[src/design/owm_pkg.sv]
// Shared types and constants for the single-wire bus master.
package owm_pkg;

	localparam int CFG_WIDTH = 10;
	localparam int CFG_COUNT = 8;
	localparam int CFG_INDEX_WIDTH = 3;

	// register indexes
	localparam logic [CFG_INDEX_WIDTH-1:0] REG_RESET_LOW    = 3'd0;
	localparam logic [CFG_INDEX_WIDTH-1:0] REG_PRESENCE_WAIT = 3'd1;
	localparam logic [CFG_INDEX_WIDTH-1:0] REG_RESET_TAIL   = 3'd2;
	localparam logic [CFG_INDEX_WIDTH-1:0] REG_WRITE_ONE_LOW = 3'd3;
	localparam logic [CFG_INDEX_WIDTH-1:0] REG_WRITE_SLOT   = 3'd4;
	localparam logic [CFG_INDEX_WIDTH-1:0] REG_READ_LOW     = 3'd5;
	localparam logic [CFG_INDEX_WIDTH-1:0] REG_READ_TAIL    = 3'd6;
	localparam logic [CFG_INDEX_WIDTH-1:0] REG_RECOVERY     = 3'd7;

	localparam logic [CFG_WIDTH-1:0] CFG_RESET [CFG_COUNT] = '{
		10'd480, 10'd65, 10'd400, 10'd1, 10'd60, 10'd2, 10'd80, 10'd1
	};

	// command codes
	localparam logic [1:0] CMD_TICK  = 2'd0;
	localparam logic [1:0] CMD_RESET = 2'd1;
	localparam logic [1:0] CMD_WRITE = 2'd2;
	localparam logic [1:0] CMD_READ  = 2'd3;

	typedef struct packed {
		logic [1:0] cmd;
		logic [7:0] tx_byte;
		logic       line_in;
	} owm_in_t;

	typedef struct packed {
		logic       drive_low;
		logic       busy_res;
		logic       done_res;
		logic [7:0] rx_byte;
		logic       presence;
		logic       rejected;
	} owm_out_t;

endpackage

[src/design/one_wire_bus_master.sv]
// Single-wire open-drain bus master: reset/presence, byte write and byte read slots.
// The result word of an accepted tick word is registered in the output register.
// Throughput: one tick word per cycle; the phase, slot counter and shift register
// all update in the cycle the word is accepted, and the output register keeps taking
// words while the downstream side takes results.
// Reset: phase idle, counters and shift/result bytes zero, config registers at defaults.
module one_wire_bus_master #(
	parameter int COUNT_WIDTH = 10
) (
	input  logic                                  clk,
	input  logic                                  arst_n,
	input  logic                                  in_valid,
	output logic                                  in_ready,
	input  owm_pkg::owm_in_t                      in_data,
	output logic                                  out_valid,
	input  logic                                  out_ready,
	output owm_pkg::owm_out_t                     out_data,
	input  logic                                  cfg_valid,
	output logic                                  cfg_ready,
	input  logic [owm_pkg::CFG_INDEX_WIDTH-1:0]   cfg_index,
	input  logic [owm_pkg::CFG_WIDTH-1:0]         cfg_data
);
	import owm_pkg::*;

	localparam int CW = COUNT_WIDTH;
	localparam int LW = (CW > CFG_WIDTH) ? CW : CFG_WIDTH;
	localparam logic [LW-1:0] CNT_MAX = LW'((1 << CW) - 1);

	localparam logic [3:0] PH_IDLE     = 4'd0;
	localparam logic [3:0] PH_RST_LOW  = 4'd1;
	localparam logic [3:0] PH_RST_WAIT = 4'd2;
	localparam logic [3:0] PH_RST_TAIL = 4'd3;
	localparam logic [3:0] PH_W_LOW    = 4'd4;
	localparam logic [3:0] PH_W_REL    = 4'd5;
	localparam logic [3:0] PH_W_REC    = 4'd6;
	localparam logic [3:0] PH_R_LOW    = 4'd7;
	localparam logic [3:0] PH_R_TAIL   = 4'd8;

	logic [CFG_WIDTH-1:0] cfg_q [CFG_COUNT];
	logic [3:0]    phase_q, phase_n;
	logic [CW-1:0] tick_q, tick_n;
	logic [2:0]    bit_q, bit_n;
	logic [7:0]    shift_q, shift_n;
	logic          presence_q, presence_n;
	logic [7:0]    rx_q, rx_n;
	logic          out_valid_q;
	owm_out_t      out_q, res;
	logic          accept;

	// length capped at the counter maximum
	function automatic logic [CW-1:0] len_z(input logic [CFG_WIDTH-1:0] v);
		logic [LW-1:0] ve;
		ve = LW'(v);
		if (ve > CNT_MAX)
			return CNT_MAX[CW-1:0];
		return ve[CW-1:0];
	endfunction

	// as above, zero acts as one
	function automatic logic [CW-1:0] len1(input logic [CFG_WIDTH-1:0] v);
		logic [CW-1:0] z;
		z = len_z(v);
		return (z == '0) ? CW'(1) : z;
	endfunction

	assign in_ready  = !out_valid_q || out_ready;
	assign accept    = in_valid && in_ready;
	assign out_valid = out_valid_q;
	assign out_data  = out_q;
	assign cfg_ready = 1'b1;

	always_comb begin
		logic [3:0]    ph;
		logic [CW-1:0] tc;
		logic [CW-1:0] lsel;
		logic [CW:0]   tc_inc;
		logic          fire;
		logic          bitv;
		logic          last_bit;

		ph         = phase_q;
		tc         = tick_q;
		bit_n      = bit_q;
		shift_n    = shift_q;
		presence_n = presence_q;
		rx_n       = rx_q;
		res        = '0;

		if (phase_q != PH_IDLE) begin
			res.rejected = (in_data.cmd != CMD_TICK);
		end else if (in_data.cmd != CMD_TICK) begin
			tc    = '0;
			bit_n = 3'd0;
			case (in_data.cmd)
				CMD_RESET: ph = PH_RST_LOW;
				CMD_WRITE: begin
					shift_n = in_data.tx_byte;
					ph      = PH_W_LOW;
				end
				default: begin
					shift_n = 8'd0;
					ph      = PH_R_LOW;
				end
			endcase
		end

		res.busy_res = (ph != PH_IDLE);
		bitv         = shift_n[bit_n];
		last_bit     = (bit_n == 3'd7);

		case (ph)
			PH_RST_LOW:  lsel = len1(cfg_q[REG_RESET_LOW]);
			PH_RST_WAIT: lsel = len1(cfg_q[REG_PRESENCE_WAIT]);
			PH_RST_TAIL: lsel = len_z(cfg_q[REG_RESET_TAIL]);
			PH_W_LOW:    lsel = bitv ? len1(cfg_q[REG_WRITE_ONE_LOW])
				: len1(cfg_q[REG_WRITE_SLOT]);
			PH_W_REL:    lsel = len1(cfg_q[REG_WRITE_SLOT]);
			PH_W_REC:    lsel = len1(cfg_q[REG_RECOVERY]);
			PH_R_LOW:    lsel = len1(cfg_q[REG_READ_LOW]);
			PH_R_TAIL:   lsel = len1(cfg_q[REG_READ_TAIL]);
			default:     lsel = '0;
		endcase

		tc_inc = {1'b0, tc} + 1'b1;
		fire   = (tc_inc >= {1'b0, lsel});
		phase_n = ph;
		tick_n  = tc;

		if (ph != PH_IDLE && ph <= PH_R_TAIL) begin
			tick_n = fire ? '0 : tc_inc[CW-1:0];
		end

		case (ph)
			PH_IDLE: ;
			PH_RST_LOW: begin
				res.drive_low = 1'b1;
				if (fire)
					phase_n = PH_RST_WAIT;
			end
			PH_RST_WAIT: begin
				if (fire) begin
					presence_n = !in_data.line_in;
					if (len_z(cfg_q[REG_RESET_TAIL]) == '0) begin
						phase_n      = PH_IDLE;
						res.done_res = 1'b1;
					end else begin
						phase_n = PH_RST_TAIL;
					end
				end
			end
			PH_RST_TAIL: begin
				if (fire) begin
					phase_n      = PH_IDLE;
					res.done_res = 1'b1;
				end
			end
			PH_W_LOW: begin
				res.drive_low = 1'b1;
				if (fire)
					phase_n = bitv ? PH_W_REL : PH_W_REC;
			end
			PH_W_REL, PH_W_REC: begin
				if (fire) begin
					if (last_bit) begin
						phase_n      = PH_IDLE;
						bit_n        = 3'd0;
						res.done_res = 1'b1;
					end else begin
						bit_n   = bit_n + 3'd1;
						phase_n = PH_W_LOW;
					end
				end
			end
			PH_R_LOW: begin
				res.drive_low = 1'b1;
				if (fire)
					phase_n = PH_R_TAIL;
			end
			PH_R_TAIL: begin
				// sample on the first released tick of the slot
				if (tc == '0)
					shift_n[bit_n] = shift_n[bit_n] | in_data.line_in;
				if (fire) begin
					if (last_bit) begin
						rx_n         = shift_n;
						phase_n      = PH_IDLE;
						bit_n        = 3'd0;
						res.done_res = 1'b1;
					end else begin
						bit_n   = bit_n + 3'd1;
						phase_n = PH_R_LOW;
					end
				end
			end
			default: begin
				phase_n = PH_IDLE;
				tick_n  = '0;
				bit_n   = 3'd0;
			end
		endcase

		res.rx_byte  = rx_n;
		res.presence = presence_n;
	end

	always_ff @(posedge clk or negedge arst_n) begin
		if (!arst_n) begin
			for (int i = 0; i < CFG_COUNT; i++)
				cfg_q[i] <= CFG_RESET[i];
		end else if (cfg_valid && cfg_ready) begin
			cfg_q[cfg_index] <= cfg_data;
		end
	end

	always_ff @(posedge clk or negedge arst_n) begin
		if (!arst_n) begin
			phase_q     <= PH_IDLE;
			tick_q      <= '0;
			bit_q       <= 3'd0;
			shift_q     <= 8'd0;
			presence_q  <= 1'b0;
			rx_q        <= 8'd0;
			out_valid_q <= 1'b0;
		end else begin
			if (accept) begin
				phase_q    <= phase_n;
				tick_q     <= tick_n;
				bit_q      <= bit_n;
				shift_q    <= shift_n;
				presence_q <= presence_n;
				rx_q       <= rx_n;
				out_valid_q <= 1'b1;
			end else if (out_ready) begin
				out_valid_q <= 1'b0;
			end
		end
	end

	always_ff @(posedge clk) begin
		if (accept)
			out_q <= res;
	end

endmodule
[config.mk]
export PLATFORM = sky130hd
export DESIGN_NAME = one_wire_bus_master
export DESIGN_NICKNAME = d
export VERILOG_FILES = /design/src/design/owm_pkg.sv /design/src/design/one_wire_bus_master.sv
export SDC_FILE = /design/constraint.sdc
export NUM_CORES = 1
export LEC_CHECK = 0
export BUFFER_PORTS_ARGS = -buffer_cell sky130_fd_sc_hd__buf_4
export CORE_AREA = 2 2 109 121
export CTS_CLUSTER_DIAMETER = 30
export DETAILED_ROUTE_END_ITERATION = 8
export DIE_AREA = 0 0 111 123
export GPL_TIMING_DRIVEN = 0
export PLACE_DENSITY = 0.76
export SYNTH_ARGS = -nofsm -noshare
export SYNTH_HDL_FRONTEND = slang
export SYNTH_SLANG_ARGS = --single-unit
[constraint.sdc]
create_clock -name clk -period 5 [get_ports clk]
set_input_delay 1 -clock clk [delete_from_list [all_inputs] [get_ports clk]]
set_output_delay 1 -clock clk [all_outputs]
set_load 0.005 [all_outputs]
==> impl_metrics.yaml <==
status:
  run_status: "completed"
synthesis:
  synth_xor_area_frac: 0.01076
  avgSynthCellArea_sq_um: 10.13
  netlist_instances: 723
  synthMuxAreaShare: 0.1691
  synth_top_area_cell: "dfrtp_1"
  synth_top_family_by_area: "multiplexers"
  synth_edf_count: 13
  syn-num-nets: 771
  synth_compound_area_frac: 0.1609
  synth_simple_gate_area_share: 0.1426
  yosysWarningCount: 0
  synthTopCellsByArea: "dfrtp_1, mux2_2, dfstp_2, edfxtp_1, nand2_1"
  synth_top_area_share: 0.3313
  ys_seq_elements: 128
  ys_seq_area_frac: 0.4492
  yosys.area_share.adder: 0.03245
  async_flop_share: 0.8984
  synth_cell_types: 65
  synth.cell_area_sq_um: 7326
  ys.flop_type: "dfrtp_1"
clocking:
  clock-root-buffer: "clkbuf_16"
  htree_levels: 4
  holdBufCountCts: 0
  clockBufferDepth: 2
  cts.sinks: 128
  cts_tree: "built"
  clkLatencyLatePin_ns: 0.43
  numCtsBuffers: 17
  path_clk_slew_ns: 0.06
final_layout:
  post_layout_nonfiller_instances: 953
  syn_to_final_growth_pct: 16.40
  final_cell_mix: "dfrtp_1, nand2_1, mux2_2, nor2_1, buf_4"
  finalNetCount: 831
  drive_above_1_share: 0.2802
  layout_commonest_cell: "dfrtp_1"
  finalInstanceArea_sq_um: 8527
  fin_util: 0.6861
  antenna_cells: 0
  fillerInstances: 969
floorplanning:
  initial_core_util: 0.5894
  die_y_microns: 123
  die_area_sq_um: 13650
  num_rows: 43
  ioPinCount: 45
  core_sq_um: 12430
  die_w_microns: 111
worst_setup_path:
  crit_arrival_ns: 5.00
  timing.reg2reg.worst_path_depth: 14
  worst_r2r_endpoint: "out_data[4]"
  criticalPathCategory: "in -> reg"
  cp-end-kind: "register"
  worstPathMaxFanout: 10
  startpoint_type: "input pin"
  required_ns: 5.18
  rrSetupSlack_ns: 0.58
  r2r-start: "phase_q[3]"
sta:
  fmax_mhz: 207.3
  tns_ns: 0
  finalCriticalPeriod_ns: 4.824
  worst_pin_slew_ns: 1.173
  finClkSkew_ns: 0.008242
  setup_violations: 0
  slew_viol_final: 0
  fin_crit_sh: 0.9647
  hold_viol: 0
  rsz0062_at_grt: "no"
  relSlewSlack: 0.2180
routing:
  routed-wl-met3_microns: 1224
  ant_nets: 0
  via_count: 6220
  wl_met2_microns: 10550
  finalWirelength_microns: 20610
  drt-wirelength-per-cell_microns: 21.63
  firstDrtPassIters: 6
  top_layer: "met4"
  wl_met1_microns: 7946
  viasPerCell: 6.527
  drc_errors: 0
  drtIter0Drc: 538
global_routing:
  grt_overflow: 0
  grt_use_total: 0.3150
  grt_max_degree: 116
  grt_pass1_wl_microns: 33090
  antenna_found_initial: 0
  grt_pass1_vias: 6316
placement:
  place_inst: 921
  place_area_sq_um: 7830
  io_buffers: 41
  place_hpwl_microns: 14710
  globalplace.congestion: 0.9144
power:
  cellLeakagePower_uw: 0.003636
  p_total_uw: 4581
  power.density_nw_per_um2: 537.3
  ir_worst_vdd_uv: 283.3
flow_run:
  drv_cap: 0
min_path:
  hold_path_class: "in -> async"
[worst max path at each step]
stage	end	start	cells after the start	slack [ns]
detailed placement	phase_q[3]	in_data[9]	22	-0.94
global placement	phase_q[3]	in_data[9]	22	-0.81
finish	out_data[4]	in_data[9]	18	0.18
floorplan	out_data[4]	in_data[9]	20	0.21
CTS	phase_q[2]	in_data[9]	22	0.05
global route	out_data[4]	in_data[9]	21	0.03
[repair_timing]
action	in CTS	in global routing
resized for setup	14	22
hold endpoints to repair	0	0
setup buffers	2	0
pin swaps	1	3
endpoints found under the setup margin	35	35
[cells by family after synthesis]
logic type,count (synthesis)
AO/OA/AOI/OAI,175
XOR/XNOR,9
adder cells (fa/ha/maj),19
buffers and inverters,57
flip-flops,128
multiplexers,112
other,1
AND/OR/NAND/NOR,222
[power by group]
part           leakage (uW)  total [uW]  internal, uW  switching, uW
Sequential          0.00153        1490          1290            198
Combinational       0.00183        1940           765           1180
Clock              0.000273        1150           672            479
Total               0.00364        4580          2730           1850
[layer usage]
layer | global-route usage | vias to the layer above
li1 | - | 2818
met1 | 0.3683 | 3068
met2 | 0.5449 | 267
met3 | 0.06275 | 67
met4 | 0.1859 | 0
met5 | 0 | -
[registers in the layout (all words and copies together), names as in the netlist]
| register | cells |
|---|---|
| bit_q | 3 |
| phase_q | 4 |
| out_data | 13 |
| tick_q | 10 |
| rx_q | 8 |
| cfg_q | 80 |
| out_valid | 1 |
| presence_q | 1 |
| shift_q | 8 |
[final cells by class]
type | count | area [sq um] | area share
clock buffers | 20 | 466.7 | 0.05473
inverters | 18 | 67.56 | 0.007924
plain buffers | 36 | 198.9 | 0.02333
well taps | 157 | 196.4 | 0.02304
repair buffers | 44 | 366.6 | 0.04299
flip-flops and latches | 128 | 3291 | 0.3859
multi-input cells | 538 | 3857 | 0.4524
clock inverters | 12 | 82.58 | 0.009685
[through the flow]
| stage | worst slack [ns] | hold WS [ns] |
|---|---|---|
| 4_1_cts | 0.04885 | 0.4987 |
| 3_5_place_dp | -0.9410 | 0.4861 |
| 2_1_floorplan | 0.2096 | 0.4554 |
| 3_3_place_gp | -0.8101 | 0.4662 |
| 6_report | 0.1764 | 0.4148 |
| 5_1_grt | 0.02625 | 0.4210 |
[critical path: stages]
cell,delay [ns]
buf_4,0.11
inv_1,0.07
ha_2,0.24
or4_1,0.56
a21oi_1,0.39
nand2_1,0.15
clkbuf_2,0.24
nor3_1,0.35
a221oi_2,0.07
o2111ai_2,0.14
ha_1,0.27
nand2b_1,0.14
a211o_1,0.30
a21oi_2,0.18
o21ai_2,0.12
buf_6,0.17
nand3_2,0.14
mux2_2,0.36
[cells in the mapped netlist, drive strengths merged, types with 11 or more instances]
library cell   n
nand2         96
buf           16
nor3          17
mux2i         27
dfstp         18
nand3         14
nor2          47
a21oi         43
nor4          16
ha            19
a22o          11
dfrtp         97
edfxtp        13
o21ai         54
mux2          84
clkbuf        23
inv           18
No activity file was read; power rests on OpenSTA's default activity.
